<file path="src/ipsd_pkg.sv">
// Package with the shared types, widths, constants and helper functions of the detector.
package ipsd_pkg;

    localparam int SAMPLE_WIDTH = 32;
    localparam int FIELD_W      = 32;
    localparam int LEN_W        = 17;
    localparam int RATE_W       = 16;
    localparam int LIM_W        = LEN_W + RATE_W;
    localparam int SUM_W        = 48;
    localparam int CNT_W        = 32;
    localparam int POS_W        = 32;
    localparam int CFG_DATA_W   = 32;
    localparam int CFG_IDX_W    = 2;

    localparam logic [LEN_W-1:0]  MAX_WINDOW         = LEN_W'(65536);
    localparam logic [LEN_W-1:0]  WINDOW_LENGTH_RST  = LEN_W'(1);
    localparam logic [RATE_W-1:0] REF_RATE_RST       = RATE_W'(500);
    localparam logic [RATE_W-1:0] BRANCH_RATE_RST    = RATE_W'(200);
    localparam logic [POS_W-1:0]  TOTAL_SAMPLES_RST  = '0;

    typedef enum logic [CFG_IDX_W-1:0] {
        REG_WINDOW_LENGTH     = 2'd0,
        REG_REF_NOISE_RATE    = 2'd1,
        REG_BRANCH_NOISE_RATE = 2'd2,
        REG_TOTAL_SAMPLES     = 2'd3
    } cfg_index_t;

    typedef enum logic [1:0] {
        MODE_CALIBRATING = 2'd0,
        MODE_MEASURING   = 2'd1,
        MODE_DONE        = 2'd2
    } mode_t;

    // Settings as the datapath sees them: clamped length and precomputed limits.
    typedef struct packed {
        logic [LEN_W-1:0] len;
        logic [POS_W-1:0] total;
        logic [LIM_W-1:0] ref_lim;
        logic [LIM_W-1:0] branch_lim;
    } cfg_t;

    function automatic logic [CNT_W-1:0] sat_inc(input logic [CNT_W-1:0] v);
        return (v == '1) ? v : v + CNT_W'(1);
    endfunction

    function automatic logic [LEN_W-1:0] eff_len(input logic [LEN_W-1:0] v);
        logic [LEN_W-1:0] r;
        r = v;
        if (v == '0) begin
            r = LEN_W'(1);
        end
        else if (v > MAX_WINDOW) begin
            r = MAX_WINDOW;
        end
        return r;
    endfunction

endpackage

</file>
<file path="src/ipsd_if.sv">
// Valid/ready channel interfaces for the sample input and the window result output.
interface ipsd_sample_if
    import ipsd_pkg::*;
();
    logic               valid;
    logic               ready;
    logic [FIELD_W-1:0] ref_count;
    logic [FIELD_W-1:0] branch_count;

    modport source (output valid, output ref_count, output branch_count, input ready);
    modport sink   (input valid, input ref_count, input branch_count, output ready);
endinterface

interface ipsd_result_if
    import ipsd_pkg::*;
();
    logic             valid;
    logic             ready;
    logic             unstable;
    logic [CNT_W-1:0] stable_windows;
    logic [CNT_W-1:0] unstable_windows;
    logic [CNT_W-1:0] calibrations;

    modport source (output valid, output unstable, output stable_windows,
                    output unstable_windows, output calibrations, input ready);
    modport sink   (input valid, input unstable, input stable_windows,
                    input unstable_windows, input calibrations, output ready);
endinterface

</file>
<file path="src/ipsd_cfg_regs.sv">
// Configuration registers with the clamped window length and the two deviation limits.
module ipsd_cfg_regs
    import ipsd_pkg::*;
(
    input  logic                  clk,
    input  logic                  rst_n,
    input  logic                  cfg_we,
    input  logic [CFG_IDX_W-1:0]  cfg_index,
    input  logic [CFG_DATA_W-1:0] cfg_data,
    output cfg_t                  cfg
);

    logic [LEN_W-1:0]  window_length_reg, window_length_next;
    logic [RATE_W-1:0] ref_rate_reg, ref_rate_next;
    logic [RATE_W-1:0] branch_rate_reg, branch_rate_next;
    logic [POS_W-1:0]  total_reg, total_next;
    cfg_t              cfg_reg, cfg_next;

    always_comb
    begin
        window_length_next = window_length_reg;
        ref_rate_next      = ref_rate_reg;
        branch_rate_next   = branch_rate_reg;
        total_next         = total_reg;
        if (cfg_we)
        begin
            unique case (cfg_index_t'(cfg_index))
                REG_WINDOW_LENGTH:     window_length_next = cfg_data[LEN_W-1:0];
                REG_REF_NOISE_RATE:    ref_rate_next      = cfg_data[RATE_W-1:0];
                REG_BRANCH_NOISE_RATE: branch_rate_next   = cfg_data[RATE_W-1:0];
                REG_TOTAL_SAMPLES:     total_next         = cfg_data[POS_W-1:0];
            endcase
        end
        // The limits follow the new values in the same edge as the write.
        cfg_next.len        = eff_len(window_length_next);
        cfg_next.total      = total_next;
        cfg_next.ref_lim    = LIM_W'(cfg_next.len) * LIM_W'(ref_rate_next);
        cfg_next.branch_lim = LIM_W'(cfg_next.len) * LIM_W'(branch_rate_next);
    end

    always_ff @(posedge clk or negedge rst_n)
    begin
        if (!rst_n)
        begin
            window_length_reg  <= WINDOW_LENGTH_RST;
            ref_rate_reg       <= REF_RATE_RST;
            branch_rate_reg    <= BRANCH_RATE_RST;
            total_reg          <= TOTAL_SAMPLES_RST;
            cfg_reg.len        <= WINDOW_LENGTH_RST;
            cfg_reg.total      <= TOTAL_SAMPLES_RST;
            cfg_reg.ref_lim    <= LIM_W'(REF_RATE_RST);
            cfg_reg.branch_lim <= LIM_W'(BRANCH_RATE_RST);
        end
        else
        begin
            window_length_reg <= window_length_next;
            ref_rate_reg      <= ref_rate_next;
            branch_rate_reg   <= branch_rate_next;
            total_reg         <= total_next;
            cfg_reg           <= cfg_next;
        end
    end

    assign cfg = cfg_reg;

endmodule

</file>
<file path="src/ipsd_core.sv">
// Sample input register, window accumulation, stability verdict and result register.
module ipsd_core
    import ipsd_pkg::*;
(
    input  logic   clk,
    input  logic   rst_n,
    input  cfg_t   cfg,
    ipsd_sample_if.sink   sample,
    ipsd_result_if.source result
);

    // Input stage.
    logic                    in_valid_reg;
    logic [SAMPLE_WIDTH-1:0] in_ref_reg;
    logic [SAMPLE_WIDTH-1:0] in_branch_reg;

    // Window state.
    mode_t            mode_reg, mode_next;
    logic [POS_W-1:0] pos_reg;
    logic [LEN_W-1:0] offset_reg;
    logic [SUM_W-1:0] ref_ref_reg, ref_branch_reg;
    logic [SUM_W-1:0] cur_ref_reg, cur_branch_reg;
    logic [CNT_W-1:0] stable_cnt_reg, unstable_cnt_reg, calib_cnt_reg;
    logic [CNT_W-1:0] stable_cnt_next, unstable_cnt_next, calib_cnt_next;

    // Result stage.
    logic             out_valid_reg;
    logic             out_unstable_reg;
    logic [CNT_W-1:0] out_stable_reg, out_unstable_cnt_reg, out_calib_reg;

    logic             process;
    logic             last;
    logic             end_hit;
    logic             accumulate;
    logic             take_ref;
    logic             emit;
    logic             bad;
    logic [SUM_W-1:0] sum_ref, sum_branch;
    logic [SUM_W-1:0] diff_ref, diff_branch;

    assign process      = in_valid_reg && (!out_valid_reg || result.ready);
    assign sample.ready = !in_valid_reg || process;

    // Datapath for the item held in the input register.
    always_comb
    begin
        logic [SUM_W-1:0] base_ref;
        logic [SUM_W-1:0] base_branch;
        base_ref    = (offset_reg == '0) ? '0 : cur_ref_reg;
        base_branch = (offset_reg == '0) ? '0 : cur_branch_reg;
        sum_ref     = base_ref + SUM_W'(in_ref_reg);
        sum_branch  = base_branch + SUM_W'(in_branch_reg);
        diff_ref    = (sum_ref > ref_ref_reg) ? sum_ref - ref_ref_reg : ref_ref_reg - sum_ref;
        diff_branch = (sum_branch > ref_branch_reg) ? sum_branch - ref_branch_reg
                                                    : ref_branch_reg - sum_branch;
        bad  = (diff_ref > SUM_W'(cfg.ref_lim)) || (diff_branch > SUM_W'(cfg.branch_lim));
        last = ({1'b0, offset_reg} + (LEN_W+1)'(1)) >= {1'b0, cfg.len};
        // A new window is measured only while it and one more fit before the trace end.
        end_hit = (offset_reg == '0) && (mode_reg == MODE_MEASURING) &&
                  (({2'b0, pos_reg} + {{(POS_W+1-LEN_W){1'b0}}, cfg.len, 1'b0})
                   >= {2'b0, cfg.total});
    end

    // Mode sequencing.
    always_comb
    begin
        mode_next = mode_reg;
        if (process)
        begin
            unique case (mode_reg)
                MODE_CALIBRATING:
                begin
                    if (last)
                    begin
                        mode_next = MODE_MEASURING;
                    end
                end
                MODE_MEASURING:
                begin
                    if (end_hit)
                    begin
                        mode_next = MODE_DONE;
                    end
                    else if (last && bad)
                    begin
                        mode_next = MODE_CALIBRATING;
                    end
                end
                MODE_DONE: mode_next = MODE_DONE;
                default:   mode_next = MODE_DONE;
            endcase
        end
    end

    // Control decodes and counter updates.
    always_comb
    begin
        accumulate = process && ((mode_reg == MODE_CALIBRATING) ||
                                 ((mode_reg == MODE_MEASURING) && !end_hit));
        take_ref   = accumulate && last && (mode_reg == MODE_CALIBRATING);
        emit       = accumulate && last && (mode_reg == MODE_MEASURING);
        stable_cnt_next   = stable_cnt_reg;
        unstable_cnt_next = unstable_cnt_reg;
        calib_cnt_next    = calib_cnt_reg;
        if (emit)
        begin
            if (bad)
            begin
                unstable_cnt_next = sat_inc(unstable_cnt_reg);
                calib_cnt_next    = sat_inc(calib_cnt_reg);
            end
            else
            begin
                stable_cnt_next = sat_inc(stable_cnt_reg);
            end
        end
    end

    always_ff @(posedge clk or negedge rst_n)
    begin
        if (!rst_n)
        begin
            in_valid_reg     <= 1'b0;
            out_valid_reg    <= 1'b0;
            mode_reg         <= MODE_CALIBRATING;
            pos_reg          <= '0;
            offset_reg       <= '0;
            stable_cnt_reg   <= '0;
            unstable_cnt_reg <= '0;
            calib_cnt_reg    <= CNT_W'(1);
        end
        else
        begin
            if (sample.ready)
            begin
                in_valid_reg <= sample.valid;
            end
            if (emit)
            begin
                out_valid_reg <= 1'b1;
            end
            else if (result.ready)
            begin
                out_valid_reg <= 1'b0;
            end
            mode_reg         <= mode_next;
            stable_cnt_reg   <= stable_cnt_next;
            unstable_cnt_reg <= unstable_cnt_next;
            calib_cnt_reg    <= calib_cnt_next;
            if (process)
            begin
                pos_reg <= sat_inc(pos_reg);
            end
            if (accumulate)
            begin
                offset_reg <= last ? '0 : offset_reg + LEN_W'(1);
            end
        end
    end

    // Payload registers: every one is written before it is read.
    always_ff @(posedge clk)
    begin
        if (sample.valid && sample.ready)
        begin
            in_ref_reg    <= sample.ref_count[SAMPLE_WIDTH-1:0];
            in_branch_reg <= sample.branch_count[SAMPLE_WIDTH-1:0];
        end
        if (accumulate)
        begin
            cur_ref_reg    <= sum_ref;
            cur_branch_reg <= sum_branch;
        end
        if (take_ref)
        begin
            ref_ref_reg    <= sum_ref;
            ref_branch_reg <= sum_branch;
        end
        if (emit)
        begin
            out_unstable_reg     <= bad;
            out_stable_reg       <= stable_cnt_next;
            out_unstable_cnt_reg <= unstable_cnt_next;
            out_calib_reg        <= calib_cnt_next;
        end
    end

    assign result.valid            = out_valid_reg;
    assign result.unstable         = out_unstable_reg;
    assign result.stable_windows   = out_stable_reg;
    assign result.unstable_windows = out_unstable_cnt_reg;
    assign result.calibrations     = out_calib_reg;

`ifndef NO_ASSERTIONS
    a_done_sticks: assert property (@(posedge clk) disable iff (!rst_n)
        (mode_reg == MODE_DONE) |=> (mode_reg == MODE_DONE))
        else $error("detector left the done mode");

    a_emit_loads_output: assert property (@(posedge clk) disable iff (!rst_n)
        emit |=> out_valid_reg)
        else $error("verdict was not loaded into the result register");

    a_unstable_recalibrates: assert property (@(posedge clk) disable iff (!rst_n)
        (emit && bad) |=> ((mode_reg == MODE_CALIBRATING) && (offset_reg == '0)))
        else $error("unstable window did not start a new reference window");

    a_calib_nonzero: assert property (@(posedge clk) disable iff (!rst_n)
        calib_cnt_reg != '0)
        else $error("calibration count dropped to zero");

    a_no_overwrite: assert property (@(posedge clk) disable iff (!rst_n)
        (out_valid_reg && !result.ready) |-> !emit)
        else $error("pending result overwritten");
`endif

endmodule

</file>
<file path="src/interval_phase_stability_detector_top.sv">
// Top level of the interval phase stability detector.
//
// Samples arrive on the sample channel (ref_count, branch_count), one transfer
// per cycle at most. They are summed over windows of window_length samples;
// the first window and every window after an unstable one become the
// reference, and each other window is compared with the reference. At the last
// sample of each measured window one transfer leaves on the result channel
// with the verdict and the saturating stable, unstable and calibration counts.
// Once a window would start too close to total_samples, all later samples are
// taken and dropped until reset.
// Each sample passes the input register and each verdict the result register;
// throughput is one sample per cycle unless a waiting result blocks it, set
// by the combinational window add and compare. A result waits in its output
// register while the receiver stalls; the sample behind it is then held in
// the input register and the sample channel deasserts ready until the result
// is taken. The user must write configuration through cfg_we, cfg_index and
// cfg_data only while the block is idle; the block does not enforce this.
// Reset restores the register defaults and starts calibrating.
module interval_phase_stability_detector_top
    import ipsd_pkg::*;
(
    input  logic                  clk,
    input  logic                  rst_n,
    input  logic                  cfg_we,
    input  logic [CFG_IDX_W-1:0]  cfg_index,
    input  logic [CFG_DATA_W-1:0] cfg_data,
    ipsd_sample_if.sink           sample,
    ipsd_result_if.source         result
);

    cfg_t cfg;

    ipsd_cfg_regs u_cfg_regs (
        .clk       (clk),
        .rst_n     (rst_n),
        .cfg_we    (cfg_we),
        .cfg_index (cfg_index),
        .cfg_data  (cfg_data),
        .cfg       (cfg)
    );

    ipsd_core u_core (
        .clk    (clk),
        .rst_n  (rst_n),
        .cfg    (cfg),
        .sample (sample),
        .result (result)
    );

endmodule

</file>
<file path="src/flat_wrapper.sv">
// flat-port wrapper written by rule: the top's interface ports become plain ports
module interval_phase_stability_detector_top_flat import ipsd_pkg::*;
  (clk, rst_n, cfg_we, cfg_index, cfg_data, sample_valid, sample_ref_count, sample_branch_count, sample_ready, result_valid, result_unstable, result_stable_windows, result_unstable_windows, result_calibrations, result_ready);
  ipsd_sample_if sample_i ();
  ipsd_result_if result_i ();
  input  logic clk;
  input  logic rst_n;
  input  logic cfg_we;
  input  logic [CFG_IDX_W-1:0] cfg_index;
  input  logic [CFG_DATA_W-1:0] cfg_data;
  input wire logic [$bits(sample_i.valid)-1:0] sample_valid;
  input wire logic [$bits(sample_i.ref_count)-1:0] sample_ref_count;
  input wire logic [$bits(sample_i.branch_count)-1:0] sample_branch_count;
  output wire logic [$bits(sample_i.ready)-1:0] sample_ready;
  output wire logic [$bits(result_i.valid)-1:0] result_valid;
  output wire logic [$bits(result_i.unstable)-1:0] result_unstable;
  output wire logic [$bits(result_i.stable_windows)-1:0] result_stable_windows;
  output wire logic [$bits(result_i.unstable_windows)-1:0] result_unstable_windows;
  output wire logic [$bits(result_i.calibrations)-1:0] result_calibrations;
  input wire logic [$bits(result_i.ready)-1:0] result_ready;
  assign sample_i.valid = sample_valid;
  assign sample_i.ref_count = sample_ref_count;
  assign sample_i.branch_count = sample_branch_count;
  assign sample_ready = sample_i.ready;
  assign result_valid = result_i.valid;
  assign result_unstable = result_i.unstable;
  assign result_stable_windows = result_i.stable_windows;
  assign result_unstable_windows = result_i.unstable_windows;
  assign result_calibrations = result_i.calibrations;
  assign result_i.ready = result_ready;
  interval_phase_stability_detector_top u_core (.clk(clk), .rst_n(rst_n), .cfg_we(cfg_we), .cfg_index(cfg_index), .cfg_data(cfg_data), .sample(sample_i), .result(result_i));
endmodule
</file>
<file path="config.mk">
export PLATFORM = sky130hd
export DESIGN_NAME = interval_phase_stability_detector_top_flat
export DESIGN_NICKNAME = d
export VERILOG_FILES = /design/src/ipsd_pkg.sv /design/src/ipsd_if.sv /design/src/ipsd_cfg_regs.sv /design/src/ipsd_core.sv /design/src/interval_phase_stability_detector_top.sv /design/src/flat_wrapper.sv
export SDC_FILE = /design/constraint.sdc
export NUM_CORES = 2
export LEC_CHECK = 0
export BUFFER_PORTS_ARGS = -buffer_cell sky130_fd_sc_hd__buf_2
export CORE_MARGIN = 10
export CORE_UTILIZATION = 55
export CTS_BUF_LIST = sky130_fd_sc_hd__clkbuf_4 sky130_fd_sc_hd__clkbuf_8 sky130_fd_sc_hd__clkbuf_16
export DETAILED_ROUTE_END_ITERATION = 10
export PLACE_DENSITY = 0.7
export SLEW_MARGIN = 5
export SYNTH_ARGS = -nofsm -noshare
export SYNTH_HDL_FRONTEND = slang
export SYNTH_SLANG_ARGS = --single-unit
</file>
<file path="constraint.sdc">
create_clock -name clk -period 16.5 [get_ports clk]
set_input_delay 0.825 -clock clk [delete_from_list [all_inputs] [get_ports clk]]
set_output_delay 0.825 -clock clk [all_outputs]
set_load 0.01 [all_outputs]
</file>
==> results.toml <==
[clock_network]
clock_latency_ps = 690
cts-root-buf = "clkbuf_16"
path_clk_slew_ps = 60
cts_resized = 0
clk_path_buf_depth = 3
h-tree-depth = 3
cts_tree = "yes"
holdBufCountCts = 0
cts_sinks = 665
cts-buffers-inserted = 78
post_cts_buffers = 0

[grt]
grt_antenna_before_repair = 0
gr-total-overflow = 0
grt_pass1_vias = 46500
grt_pass1_wl_um = 255000
grt_max_degree = 145
track_usage = 0.260

[floorplanning]
dieArea_um2 = 122000
die_w_um = 349
initial_utilization = 0.555
std_cell_rows = 120
io_pins = 202
die-height_um = 349
core-area_um2 = 107000

[critical_path]
slowest_delay_ps = 630
r2r_start = "u_core.u_core.offset_reg[0]"
critPathKind = "reg -> reg"
cp_max_fo = 95
worstPathRequired_ps = 16910
cp_data_arrival_time_ps = 13880
cp-end-kind = "flop"
cpMostUsedCell = "ha_1"
critPathLaunch = "u_core.u_core.offset_reg[0]"
reg2regPathDepth = 48
cp_slowest_cell = "a21boi_2"
cp-start-kind = "flop"

[route]
first_pass_iters = 9
viasPerCell = 5.82
drt-wirelength-per-cell_um = 20.2
vias = 46000
drt-initial-drc-count = 3680
ant_nets = 0
drc = 0
wl_um = 160000

[synthesis]
synth_cell_type_count = 85
async_reset_ff_frac = 0.469
synth_warnings = 0
synth_commonest_cells = "867 x inv_1, 684 x nand2_1, 604 x ha_1, 451 x nor2_1, 423 x fa_1"
synth_most_common_cell = "inv_1"
ys_top_cells_by_area = "edfxtp_1 18%, fa_1 14%, ha_1 13%"
netlist_instances = 6350
synth_area_um2 = 59500
synth-main-ff-cell = "edfxtp_1"
synth-seq-area-share = 0.310
synth_fp_nets = 7480
synth_edf_count = 353
synth_top_area_cell = "edfxtp_1"
synth-seq-cells = 665
synth.avg_cell_area_um2 = 9.37
synth_top_area_share = 0.178

[timing]
fin_crit_sh = 0.816
finalHoldViolCount = 0
tightest_slew_ps = 1220
drv_slew = 0
slew_headroom = 0.163
rsz0062_at_grt = "false"
fmax_mhz = 74.3
fin_skew_ps = 43.6
setup_tns_ps = 0
period_minus_slack_ps = 13460
setup_viol = 0

[layout]
drive_above_1_share = 0.0844
synthToLayoutAreaGrowth_pct = 8.22
multiInputGateArea_um2 = 36800
ff_latch_area_um2 = 18400
finalNetCount = 7567
largest_reg_flops = 115
nFillCells = 9319

[placement]
dp_hpwl_um = 122000
io_buffers = 201
routabilityCongestion = 0.973

[run]
maxCapViolations = 0

[run_status]
outcome = "completed"

[min_path]
hold_path_class = "in -> async"
## cell type report
cell class,count,area share
Multi-Input combinational cell,4571,0.572
Clock inverter,41,0.00723
Clock buffer,105,0.0352
Tap cell,1403,0.0273
Antenna cell,1,0.0000389
Sequential cell,665,0.286
Inverter,879,0.0513
Timing Repair Buffer,242,0.0210
## metal layers
metal | GRT usage | part of all wire
met1 | 0.354 | 0.44
met2 | 0.427 | 0.47
met3 | 0.0389 | 0.062
met4 | 0.0752 | 0.030
met5 | 0 | 0
## worst max-delay path, delay by kind of cell, from the launching register on
family	cells	cell delay [ps]
compound gates	20	5210
buf+inv	5	1480
fa+ha+maj	5	1650
mux	2	740
flops	1	460
xor+xnor	2	310
simple gates	14	3120
## through the flow
step           setup WS (ps)  std cells  hold slack [ps]  instance area, µm²   util
3_3_place_gp            3400       7760              458               61600  0.575
5_1_grt                 2040       7906              209               64400  0.600
6_report                3040       7907              112               64400  0.601
2_1_floorplan           5140       6350              440               59500      -
3_5_place_dp            3100       7760              462               61600  0.575
4_1_cts                 3030       7906              185               64400  0.600
## cell families (layout without fill, tap and decap cells)
| family | count (synthesis) | in the layout | share of synthesized area |
|---|---|---|---|
| compound gates | 1096 | 1096 | 0.117 |
| xor+xnor | 395 | 395 | 0.0582 |
| fa+ha+maj | 1027 | 1027 | 0.269 |
| buf+inv | 1114 | 1267 | 0.0721 |
| flops | 665 | 665 | 0.310 |
| mux | 111 | 111 | 0.0199 |
| other cells | 0 | 1 | 0 |
| simple gates | 1942 | 1942 | 0.153 |
## cell usage in the layout (no fill, tap or decap), types with 53 or more instances in the layout
master       n
nand3_1    151
a21o_1     149
and3_1      67
ha_1       604
nand4_1    110
edfxtp_1   353
nor2_1     450
xor2_1     177
dfrtp_1    291
inv_1      865
xnor2_1    218
nor3_1     110
nand2_1    684
and2_1     104
buf_2      200
a21oi_1    339
mux2i_1     55
mux2_2      53
clkbuf_16   80
o21ai_0    226
fa_1       423
## final timing paths
| path | to | slack, ps |
|---|---|---|
| worst max-delay path | u_core.u_core.result.unstable_windows[1] | 3040 |
| worst min-delay path | u_core.u_cfg_regs.cfg[92] | 110 |
| worst max register to register | u_core.u_core.result.unstable_windows[1] | 3040 |
| worst min register to register | u_core.u_core.calib_cnt_reg[12] | 480 |
| max in group asynchronous | u_core.u_cfg_regs.cfg[12] | 14190 |
| min in group clk | u_core.u_core.in_branch_reg[1] | 320 |
Power is left out: the tool's default activity adds up to more than one toggle a clock period on the data nets, which glitch-free logic cannot reach.
